[src/design/dtep_pkg.sv]
// Shared constants and the CORDIC angle table for the direction-to-pixel pipeline.
package dtep_pkg;

    localparam int DIR_BITS_DEF     = 16;
    localparam int ANGLE_STAGES_DEF = 16;

    localparam int WIDTH_W = 14;
    localparam int COL_W   = 13;
    localparam int ROW_W   = 12;
    localparam logic [WIDTH_W-1:0] WIDTH_RESET = 14'd1024;
    localparam int COL_MAX = 8191;
    localparam int ROW_MAX = 4095;

    // CORDIC datapath width, angle width, quotient bits and product width.
    localparam int CW = 51;
    localparam int AW = 34;
    localparam int QB = 15;
    localparam int PW = AW + WIDTH_W + 1;
    localparam int WORK_BITS = 48;

    localparam longint PI_Q30       = 64'sd3373259426;
    localparam longint HALF_PI_Q30  = 64'sd1686629713;
    localparam longint TWO_PI_Q30   = 64'sd6746518852;
    localparam longint THREE_HALF_Q30 = 3 * HALF_PI_Q30;

    // atan(2^-i) in radians, Q.30, rounded; from i = 11 on it equals 2^(30-i).
    localparam longint ATAN_TAB [0:10] = '{
        64'sd843314857, 64'sd497837829, 64'sd263043837, 64'sd133525159,
        64'sd67021687,  64'sd33543516,  64'sd16775851,  64'sd8388437,
        64'sd4194283,   64'sd2097149,   64'sd1048576
    };

    function automatic longint atan_q30(input int i);
        if (i <= 10) begin
            return ATAN_TAB[i];
        end
        return longint'(1) << (30 - i);
    endfunction

endpackage

[src/design/dtep_sqrt.sv]
// Computes sqrt(1 - y^2) one result bit per stage, carrying the direction alongside.
module dtep_sqrt #(
    parameter int DB = dtep_pkg::DIR_BITS_DEF
) (
    input  logic                 i_clk,
    input  logic                 i_rst_n,
    input  logic                 i_en,
    input  logic                 i_valid,
    input  logic signed [DB-1:0] i_x,
    input  logic signed [DB-1:0] i_y,
    input  logic signed [DB-1:0] i_z,
    output logic                 o_valid,
    output logic [DB-2:0]        o_s,
    output logic signed [DB-1:0] o_x,
    output logic signed [DB-1:0] o_y,
    output logic signed [DB-1:0] o_z
);
    import dtep_pkg::*;

    localparam int NB = 2 * DB - 4;
    localparam int RB = DB - 2;
    localparam logic [2*DB-1:0] UU = (2*DB)'(1) << NB;

    logic                 r_a_valid;
    logic [2*DB-1:0]      r_ysq;
    logic signed [DB-1:0] r_ax, r_ay, r_az;
    logic signed [2*DB-1:0] n_prod;

    logic                 r_v    [0:RB];
    logic                 r_full [0:RB];
    logic [NB-1:0]        r_rem  [0:RB];
    logic [RB-1:0]        r_root [0:RB];
    logic signed [DB-1:0] r_x    [0:RB];
    logic signed [DB-1:0] r_y    [0:RB];
    logic signed [DB-1:0] r_z    [0:RB];

    assign n_prod = i_y * i_y;

    always_ff @(posedge i_clk) begin
        if (!i_rst_n) begin
            r_a_valid <= 1'b0;
            r_v[0]    <= 1'b0;
        end else if (i_en) begin
            r_a_valid <= i_valid;
            r_v[0]    <= r_a_valid;
        end
    end

    always_ff @(posedge i_clk) begin
        if (i_en) begin
            r_ysq     <= n_prod;
            r_ax      <= i_x;
            r_ay      <= i_y;
            r_az      <= i_z;
            // At or beyond unit length the root is zero.
            r_rem[0]  <= (r_ysq < UU) ? NB'(UU - r_ysq) : '0;
            // With y at zero the root is exactly one, which the bit stages cannot hold.
            r_full[0] <= (r_ysq == '0);
            r_root[0] <= '0;
            r_x[0]    <= r_ax;
            r_y[0]    <= r_ay;
            r_z[0]    <= r_az;
        end
    end

    for (genvar j = 0; j < RB; j++) begin : g_bit
        localparam int K = RB - 1 - j;
        logic [NB+1:0] trial;
        logic          take;

        always_comb begin
            trial = ((NB+2)'(r_root[j]) << (K + 1)) + ((NB+2)'(1) << (2 * K));
            take  = {2'b00, r_rem[j]} >= trial;
        end

        always_ff @(posedge i_clk) begin
            if (!i_rst_n) begin
                r_v[j+1] <= 1'b0;
            end else if (i_en) begin
                r_v[j+1] <= r_v[j];
            end
        end

        always_ff @(posedge i_clk) begin
            if (i_en) begin
                r_rem[j+1]  <= take ? NB'({2'b00, r_rem[j]} - trial) : r_rem[j];
                r_root[j+1] <= take ? (r_root[j] | (RB'(1) << K)) : r_root[j];
                r_full[j+1] <= r_full[j];
                r_x[j+1]    <= r_x[j];
                r_y[j+1]    <= r_y[j];
                r_z[j+1]    <= r_z[j];
            end
        end
    end

    assign o_valid = r_v[RB];
    assign o_s     = r_full[RB] ? ((DB-1)'(1) << RB) : {1'b0, r_root[RB]};
    assign o_x     = r_x[RB];
    assign o_y     = r_y[RB];
    assign o_z     = r_z[RB];

endmodule

[config.mk]
export PLATFORM = sky130hd
export DESIGN_NAME = dtep_sqrt
export DESIGN_NICKNAME = d
export VERILOG_FILES = /design/src/design/dtep_pkg.sv /design/src/design/dtep_sqrt.sv
export SDC_FILE = /design/constraint.sdc
export NUM_CORES = 2
export LEC_CHECK = 0
export BUFFER_PORTS_ARGS = -buffer_cell sky130_fd_sc_hd__buf_2
export CAP_MARGIN = 20
export CORE_MARGIN = 8
export CORE_UTILIZATION = 65
export DETAILED_ROUTE_END_ITERATION = 7
export PLACE_DENSITY = 0.91
export SLEW_MARGIN = 20
export SYNTH_ARGS = -nofsm -noshare
export SYNTH_HDL_FRONTEND = slang
export SYNTH_SLANG_ARGS = --single-unit
export TNS_END_PERCENT = 50
[constraint.sdc]
create_clock -name i_clk -period 21 [get_ports i_clk]
set_clock_uncertainty 0.15 [all_clocks]
set_input_delay 2.1 -clock i_clk [delete_from_list [all_inputs] [get_ports i_clk]]
set_output_delay 2.1 -clock i_clk [all_outputs]
set_load 0.02 [all_outputs]
==> flow_summary.toml <==
[run_status]
status = "finished with violations"
violations = "design-rule violations"

[yosys]
avgSynthCellArea_um2 = 15.8
ys_seq_area_frac = 0.697
post-synth-top-area-cell = "edfxtp_1"
synth_simple_gate_area_share = 0.0647
synth_adder_area_share = 0.128
synth_top_family_by_area = "adder cells"
yosysTopAreaCellShare = 0.696
synth-async-reset-ratio = 0
synth_cells = 3575
synth_mux_area_frac = 0.00403
synth_xor_area_frac = 0.0299
synth_seq_cells = 1312
synth_nets = 4066
synth_compound_area_frac = 0.0399
synth_warnings = 0
synth_flop_cell = "edfxtp_1"
netlist_area_um2 = 56500
yosysMostFrequentCell = "edfxtp_1"
synthTopCellsByArea = "edfxtp_1, fa_1, ha_1"
synth_common_cells = "edfxtp_1, inv_1, fa_1"
synth_edf_count = 1310
synth_cell_types = 75

[timing]
rsz0062_at_grt = "no"
fin_hold_ws_ps = 228
slew_viol_final = 0
setup_viol_count_final = 0
max_freq_mhz = 115
period_minus_slack_ps = 8730
worst_pin_slew_ps = 1120
maxSlewHeadroom = 0.255
setup_tns_ps = 0
final.period_utilization = 0.416
final-hold-violation-count = 0

[place]
port_buffers = 115
hpwl_um = 60400
gp_congestion = 0.895

[global_routing]
grt_max_degree = 231
grt_antenna_before_repair = 2
grt_pass1_vias = 31300
grt_pass1_wl_um = 169000
grt_use_total = 0.221
overflow = 0

[power]
peakVddDrop_v = 0.000480
fin_total_pwr_mw = 8.65
p_leak_nw = 24.3
power_density_nw_per_um2 = 139

[layout]
nFillCells = 4817
regArea_um2 = 39400
num-nets-final = 4267
final_util = 0.721
syn_to_final_growth_pct = 10.3
drive_gt1_frac = 0.0893
multi_input_area_um2 = 15100

[setup_path]
critPathTopFamily = "adder cells"
crit_top_cell = "fa_1"
startpoint = "i_y[15]"
cp_max_fo = 17
cpMaxStageDelayCell = "fa_1"
startpoint_type = "input pin"
endpoint_kind = "flop"
cp.required_ps = 21300
crit_arrival_ps = 9030
path_class = "in2reg"
path_buf_inv = 6
critPathMaxStageDelay_ps = 640
r2r_start = "r_root[12][2]$_DFFE_PP_"
crit_chain = "buf_2, inv_1, nor2_1, fa_1, inv_1, fa_1, inv_1, fa_1, fa_1, fa_1, inv_1, fa_1, inv_1, ha_1, a2111oi_0, o21ai_0, o21a_1, a221o_1, a21o_1, a2111oi_0, o21bai_1, a21oi_1, xnor2_1"

[min_path]
hp-start = "r_x[11][8]$_DFFE_PP_"
hold_path_class = "reg2reg"

[clocking]
cts_sinks = 1312
cts-hold-fix-buffers = 0
numCtsBuffers = 117
post_cts_resized = 0
clk_pin_slew_worst_paths_ps = 100
root_buffer = "clkbuf_16"
cts_tree = "built"
htreeDepth = 3
clk_path_buf_depth = 3
worst_skew_pair.late_latency_ps = 710
cts_setup_buffers = 0

[detailed_routing]
drc = 2
drtIter0Drc = 3143
post_drt_wl_per_cell_um = 21.6
detail-route-antenna-nets = 0
top_layer = "met4"
vias = 29500
drt_first_pass_iters = 8
routed_wl_um = 109000
vias_per_cell = 5.87
dr_wl_met3_um = 6200
wl_met2_um = 58700
wl_met1_um = 37300

[job]
max_cap_viol_count = 0

[floorplanning]
core-area_um2 = 86500
die_area_um2 = 96700
start_util = 0.654
die_h_um = 311
placementRows = 108
die_w_um = 311
ios = 116
cell usage in the layout (no fill, tap or decap), types with 12 or more instances in the layout:
master,instances
buf_2,114
and2_1,43
nand2b_1,30
inv_1,498
ha_1,206
fa_1,233
or4_1,16
clkinv_1,27
nor3_1,58
nor4b_1,12
o31ai_1,15
edfxtp_1,1310
nor4_1,43
clkbuf_1,17
xnor2_1,109
nand3_1,20
a21o_1,44
clkbuf_16,117
nor2b_1,39
o21ai_0,90
and3_1,23
xor2_1,82
or3_1,16
nand4_1,19
o21a_1,46
clkinv_2,30
nor2_1,175
a21oi_1,90
nand2_1,173
state kept, by name, indices dropped and copies added, names as in the netlist:
signal and flops:
r_root 105, r_az 16, r_ay 15, r_ax 16
r_v 15, r_x 240, r_ysq 31, r_rem 378
r_full 15, r_y 240, r_a_valid 1, r_z 240
where the power goes:
| group | internal (mW) | switching (mW) | total (mW) | leakage (nW) |
|---|---|---|---|---|
| sequential | 3.32 | 0.139 | 3.46 | 12.8 |
| clock | 1.16 | 0.980 | 2.14 | 1.86 |
| combinational | 1.28 | 1.78 | 3.06 | 9.64 |
| total | 5.75 | 2.90 | 8.65 | 24.3 |
per-layer routing:
layer,track usage,vias up
met1,0.241,14700
met4,0.106,0
li1,-,13100
met5,0,-
met3,0.0350,423
met2,0.416,1329
through the flow:
stage	instance area, µm²	cells	setup slack, ps
2_1_floorplan	56500	3575	12380
3_5_place_dp	58500	4811	11550
6_report	62400	5031	12270
5_1_grt	62400	5031	11900
3_3_place_gp	58500	4811	11830
4_1_cts	62300	5029	12330
worst register-to-register path, cell delays in order (launching register included):
cell and delay [ps]:
edfxtp_1 400, inv_1 80, ha_1 410, o21a_1 190, o21a_1 210, o21ai_0 360, a21oi_1 210, o21a_1 240
o311ai_0 880, nand4_1 350, nor3_1 330, xor2_1 150
cells by family (layout without fill, tap and decap cells):
family | Yosys count | count (layout)
DFF | 1312 | 1312
and+or+nand+nor | 712 | 712
buffers and inverters | 545 | 845
adders and majority gates | 439 | 439
AOI/OAI and AO/OA | 355 | 355
xor gates and xnor gates | 192 | 192
muxes | 20 | 20
other | 0 | 1
layout make-up:
type | instances | share of cell area
clock buffers | 134 | 0.0480
repair buffers | 128 | 0.0122
well taps | 1155 | 0.0232
flip-flops and latches | 1312 | 0.631
multi-input cells | 1718 | 0.242
clock inverters | 84 | 0.0132
inverters | 499 | 0.0300
diodes | 1 | 0.0000401
path summary, 6_finish.rpt:
check / end / cells after the start / slack [ps]
min: r_x[12][8]$_DFFE_PP_ / 0 / 230
max reg2reg: r_rem[1][161]$_DFFE_PP_ / 11 / 16720
max: r_ysq[31]$_DFFE_PP_ / 23 / 12270
min reg2reg: r_x[12][8]$_DFFE_PP_ / 0 / 230
(Power assumes the default switching activity.)
