===== src/design/dtep_pkg.sv =====
// Shared constants and the CORDIC angle table for the direction-to-pixel pipeline.
package dtep_pkg;

    localparam int DIR_BITS_DEF     = 16;
    localparam int ANGLE_STAGES_DEF = 16;

    localparam int WIDTH_W = 14;
    localparam int COL_W   = 13;
    localparam int ROW_W   = 12;
    localparam logic [WIDTH_W-1:0] WIDTH_RESET = 14'd1024;
    localparam int COL_MAX = 8191;
    localparam int ROW_MAX = 4095;

    // CORDIC datapath width, angle width, quotient bits and product width.
    localparam int CW = 51;
    localparam int AW = 34;
    localparam int QB = 15;
    localparam int PW = AW + WIDTH_W + 1;
    localparam int WORK_BITS = 48;

    localparam longint PI_Q30       = 64'sd3373259426;
    localparam longint HALF_PI_Q30  = 64'sd1686629713;
    localparam longint TWO_PI_Q30   = 64'sd6746518852;
    localparam longint THREE_HALF_Q30 = 3 * HALF_PI_Q30;

    // atan(2^-i) in radians, Q.30, rounded; from i = 11 on it equals 2^(30-i).
    localparam longint ATAN_TAB [0:10] = '{
        64'sd843314857, 64'sd497837829, 64'sd263043837, 64'sd133525159,
        64'sd67021687,  64'sd33543516,  64'sd16775851,  64'sd8388437,
        64'sd4194283,   64'sd2097149,   64'sd1048576
    };

    function automatic longint atan_q30(input int i);
        if (i <= 10) begin
            return ATAN_TAB[i];
        end
        return longint'(1) << (30 - i);
    endfunction

endpackage


===== src/design/dtep_pixdiv.sv =====
// Scales an angle by the image size and divides by a constant span, one quotient bit per stage.
module dtep_pixdiv #(
    parameter longint DIV = dtep_pkg::TWO_PI_Q30
) (
    input  logic                               i_clk,
    input  logic                               i_rst_n,
    input  logic                               i_en,
    input  logic                               i_valid,
    input  logic signed [dtep_pkg::AW-1:0]     i_angle,
    input  logic [dtep_pkg::WIDTH_W-1:0]       i_size,
    input  logic [dtep_pkg::QB-1:0]            i_limit,
    output logic                               o_valid,
    output logic [dtep_pkg::QB-1:0]            o_q,
    output logic                               o_clamp
);
    import dtep_pkg::*;

    logic                 r_m_valid, r_s_valid;
    logic signed [PW-1:0] r_p;
    logic signed [PW-1:0] n_p;
    logic                 r_neg [0:QB];
    logic                 r_v   [0:QB];
    logic [PW-1:0]        r_rem [0:QB];
    logic [QB-1:0]        r_q   [0:QB];
    logic                 r_o_valid;
    logic [QB-1:0]        r_o_q;
    logic                 r_o_clamp;

    assign n_p = $signed({1'b0, i_size}) * i_angle;

    always_ff @(posedge i_clk) begin
        if (!i_rst_n) begin
            r_m_valid <= 1'b0;
            r_v[0]    <= 1'b0;
            r_o_valid <= 1'b0;
        end else if (i_en) begin
            r_m_valid <= i_valid;
            r_v[0]    <= r_m_valid;
            r_o_valid <= r_v[QB];
        end
    end

    always_ff @(posedge i_clk) begin
        if (i_en) begin
            r_p      <= n_p;
            r_neg[0] <= r_p[PW-1];
            r_rem[0] <= r_p[PW-1] ? PW'(-r_p) : PW'(r_p);
            r_q[0]   <= '0;
        end
    end

    for (genvar j = 0; j < QB; j++) begin : g_qbit
        localparam int K = QB - 1 - j;
        localparam logic [PW:0] DK = (PW+1)'(DIV) << K;
        logic take;

        assign take = {1'b0, r_rem[j]} >= DK;

        always_ff @(posedge i_clk) begin
            if (!i_rst_n) begin
                r_v[j+1] <= 1'b0;
            end else if (i_en) begin
                r_v[j+1] <= r_v[j];
            end
        end

        always_ff @(posedge i_clk) begin
            if (i_en) begin
                r_rem[j+1] <= take ? PW'({1'b0, r_rem[j]} - DK) : r_rem[j];
                r_q[j+1]   <= take ? (r_q[j] | (QB'(1) << K)) : r_q[j];
                r_neg[j+1] <= r_neg[j];
            end
        end
    end

    // A negative product truncates toward zero, so only a quotient of one or more clamps.
    always_ff @(posedge i_clk) begin
        if (i_en) begin
            if (r_neg[QB] && r_q[QB] != '0) begin
                r_o_q     <= '0;
                r_o_clamp <= 1'b1;
            end else if (!r_neg[QB] && r_q[QB] > i_limit) begin
                r_o_q     <= i_limit;
                r_o_clamp <= 1'b1;
            end else begin
                r_o_q     <= r_neg[QB] ? '0 : r_q[QB];
                r_o_clamp <= 1'b0;
            end
        end
    end

    assign o_valid = r_o_valid;
    assign o_q     = r_o_q;
    assign o_clamp = r_o_clamp;

endmodule

===== config.mk =====
export PLATFORM = sky130hd
export DESIGN_NAME = dtep_pixdiv
export DESIGN_NICKNAME = d
export VERILOG_FILES = /design/src/design/dtep_pkg.sv /design/src/design/dtep_pixdiv.sv
export SDC_FILE = /design/constraint.sdc
export NUM_CORES = 2
export LEC_CHECK = 0
export BUFFER_PORTS_ARGS = -buffer_cell sky130_fd_sc_hd__buf_2
export CAP_MARGIN = 20
export CORE_AREA = 2 2 235 411
export CTS_CLUSTER_SIZE = 24
export DETAILED_ROUTE_END_ITERATION = 8
export DIE_AREA = 0 0 237 413
export HOLD_SLACK_MARGIN = 0.12
export PLACE_DENSITY = 0.83
export SLEW_MARGIN = 40
export SYNTH_ARGS = -nofsm -noshare
export SYNTH_HDL_FRONTEND = slang
export SYNTH_SLANG_ARGS = --single-unit

===== constraint.sdc =====
create_clock -name i_clk -period 8.4 [get_ports i_clk]
set_clock_uncertainty 0.15 [all_clocks]
set_input_delay 0.42 -clock i_clk [delete_from_list [all_inputs] [get_ports i_clk]]
set_output_delay 0.42 -clock i_clk [all_outputs]
set_load 0.02 [all_outputs]

==> impl_metrics.ini <==
[logic_synthesis]
synth_top_cell_by_area = edfxtp_1
synth_area_leaders = edfxtp_1 (47%), fa_1 (14%), xnor2_1 (5.0%)
syn_area_sq_um = 61200
ys_seq_elements = 952
synth-edff-count = 949
netlist_instances = 5393
synthXorXnorAreaFrac_pct = 8.82
syn_area_per_cell_sq_um = 11.3
synthSimpleGateAreaFrac_pct = 15.2
synthAdderAreaFrac_pct = 17.2
synth_seq_area_share_pct = 46.7
synth_top_family_by_area = adder cells
ys_async_sr_fraction_pct = 0
synthMuxAreaShare_pct = 0.155
synth_compound_gate_area_share_pct = 6.94
synth.distinct_cells = 84
yosys.area.top_type_share_pct = 46.6
synth_warnings = 0
synth_nets = 6042
ys.flop_type = edfxtp_1

[sta]
setup_violations = 0
fmax_mhz = 143
rsz0062_at_grt = false
layout_min_cycle_time_ns = 7.00
slew_violations = 0
finalCritPeriodShare_pct = 83.4
timing.hold.ws_ns = 0.147
tns_ns = 0
tightest_slew_ns = 0.874
max-slew-margin-rel_pct = 40.2
hold_viol = 0

[worst_setup_path]
r2r-start = r_rem[0][376]$_DFFE_PP_
worstPathArrival_ns = 7.27
crit_type = in2reg
worstPathRequired_ns = 8.66
cp-end-kind = register
worst-path-max-fanout = 34
worstPathCellList = buf_2 -> nand2_1 -> fa_1 -> inv_1 -> fa_1 -> fa_1 -> fa_1 -> fa_1 -> inv_1 -> fa_1 -> inv_1 -> ha_1 -> a21oi_1 -> o21ai_0 -> o2111ai_1 -> a211oi_1 -> buf_4 -> o21ai_0 -> buf_4 -> a31oi_1 -> a31oi_1 -> xnor2_1
crit_top_cell = fa_1
slowest_stage = buf_2
startpoint = i_size[11]
start_kind = primary input
cp_slowest_stage_delay_ns = 0.62

[cells_and_area]
multi_input_area_sq_um = 29600
fillers = 6384
drive_gt1_share_pct = 6.24
fin_nets = 6101
areaGrowthSynthToFinish_pct = 7.69
layout.area.seq_sq_um = 28600

[detailed_routing]
drc = 0
vias = 41000
postRouteAntennaNets = 0
wl_microns = 144000
vias_per_cell = 6.10
drt-initial-drc-count = 2360
dr.pass1.iters = 5
wl_per_cell_microns = 21.3

[floorplan]
start_util_pct = 64.5
die_w_microns = 237
pin_count = 84
die_y_microns = 413
rows = 150
coreArea_sq_um = 94800
dieArea_sq_um = 97900

[clock_tree]
cts_sinks = 952
clk_path_buf_depth = 3
cts_tree = done
clkTransAtPathRegs_ns = 0.07
cts_root_buf = clkbuf_16
numCtsBuffers = 81
htreeDepth = 3
post_cts_buffers = 0
clk_latency_ns = 0.68

[flow_run]
maxCapViolCount = 0

[global_route]
grt_pass1_vias = 44800
groute.usage.overall_pct = 29.8
grt-busiest-layer = met2
grt_pass1_wl_microns = 223000
grtUsageMet3_pct = 4.76
grt_max_degree = 168
use_met1_pct = 22.9
grtUsageMet2_pct = 60.3
grt-ovfl-total = 0
antenna_found_initial = 5

[place]
dp_hpwl_microns = 108000
io_buffers = 83
gp_congestion = 0.904

[min_path]
min_path_type = in2reg
min_from = i_en

[power]
power_density_nw_per_um2 = 458
p_total_mw = 30.1
ir_drop_v = 0.000392
leakage_nw = 26.0

[run_status]
outcome = complete, no violations
-- synth_stat cells, types with 26 or more instances --
cell,n
clkbuf_1,151
inv_1,633
nand2_1,480
ha_1,148
o21a_1,31
a31oi_1,37
o31ai_1,34
a21oi_1,165
nand4_1,53
xnor2_1,349
and3_1,49
nor3_1,106
or4_1,31
nand2b_1,31
nand3b_1,26
a21o_1,43
nor2_1,295
fa_1,434
xor2_1,267
nand3_1,124
o21ai_0,125
edfxtp_1,949
or3_1,47
nor4_1,107
and2_1,295
-- metrics by stage --
| stage | utilization [%] | area, sq um | instances | setup slack, ns |
|---|---|---|---|---|
| final | 69.5 | 65900 | 6733 | 1.40 |
| after global routing | 69.5 | 65900 | 6731 | 1.23 |
| after CTS | 69.4 | 65800 | 6728 | 1.53 |
| after detailed placement | 66.3 | 62800 | 6564 | 0.828 |
| after global placement | 66.3 | 62800 | 6564 | 0.973 |
| after floorplan | - | 61200 | 5393 | 1.82 |
-- power by group --
part | leakage (nW) | switching, mW | internal (mW)
sequential | 9.20 | 1.44 | 7.93
combinational | 15.5 | 9.84 | 7.03
clock | 1.32 | 1.74 | 2.17
total | 26.0 | 13.0 | 17.1
-- layer usage --
layer	part of all wire, %	vias to the layer above
met5	0.032	-
met4	11	6
met3	4.5	724
met2	57	1489
met1	27	20200
li1	-	18600
-- state kept, by name, summed over array words and instances, names as in the netlist --
name       count
r_rem        733
r_m_valid      1
o_valid        1
r_v           16
o_clamp        1
r_q          120
r_neg         16
o_q           15
r_p           49
-- area by class of cell --
class	count	area share [%]
Clock inverter	52	0.992
Multi-Input combinational cell	3634	45.0
Timing Repair Buffer	143	1.56
Inverter	640	3.65
Clock buffer	94	3.15
Sequential cell	952	43.4
Antenna cell	2	0.00760
Tap cell	1216	2.31
-- worst max-delay path: cells and delay by family --
family	cells	cell delay, ns
adders and majority gates	7	3.55
AOI/OAI and AO/OA	7	1.80
buffers and inverters	6	1.19
and+or+nand+nor	1	0.18
xor gates and xnor gates	1	0.09
-- kinds of logic (layout without fill, tap and decap cells) --
logic type | after synthesis | in the layout
AOI/OAI and AO/OA | 638 | 638
xor gates and xnor gates | 616 | 616
adders and majority gates | 582 | 582
buffers and inverters | 807 | 929
DFF | 952 | 952
muxes | 9 | 9
other | 0 | 2
and+or+nand+nor | 1789 | 1789
-- what timing repair did --
| item | in CTS | in global routing |
|---|---|---|
| resized for setup | 0 | 0 |
| hold buffers | 18 | 0 |
| hold endpoints to repair | 24 | 0 |
-- cells in the final DEF (no fill, tap or decap), types with 26 or more instances in the layout --
cell       Yosys  layout
a21o_1        43      43
a21oi_1      165     163
a31oi_1       37      37
and2_1       295     295
and3_1        49      49
buf_2         11      82
buf_4          0      34
clkbuf_16      0      81
edfxtp_1     949     949
fa_1         434     434
ha_1         148     148
inv_1        633     632
nand2_1      480     480
nand2b_1      31      31
nand3_1      124     124
nand3b_1      26      26
nand4_1       53      53
nor2_1       295     294
nor3_1       106     106
nor4_1       107     103
o21a_1        31      31
o21ai_0      125     125
o31ai_1       34      34
or3_1         47      47
or4_1         31      31
xnor2_1      349     349
xor2_1       267     267
-- path summary, 6_finish.rpt --
kind / end / slack [ns] / cells past startpoint
hold / removal: r_q[0][59]$_DFFE_PP_ / 0.15 / 1
setup reg to reg: r_rem[1][35]$_DFFE_PP_ / 3.71 / 10
hold reg to reg: r_neg[1][2]$_DFFE_PP_ / 0.26 / 0
setup / recovery: r_p[42]$_DFFE_PP_ / 1.40 / 22
Note: power is estimated with default switching activity, not from simulation.
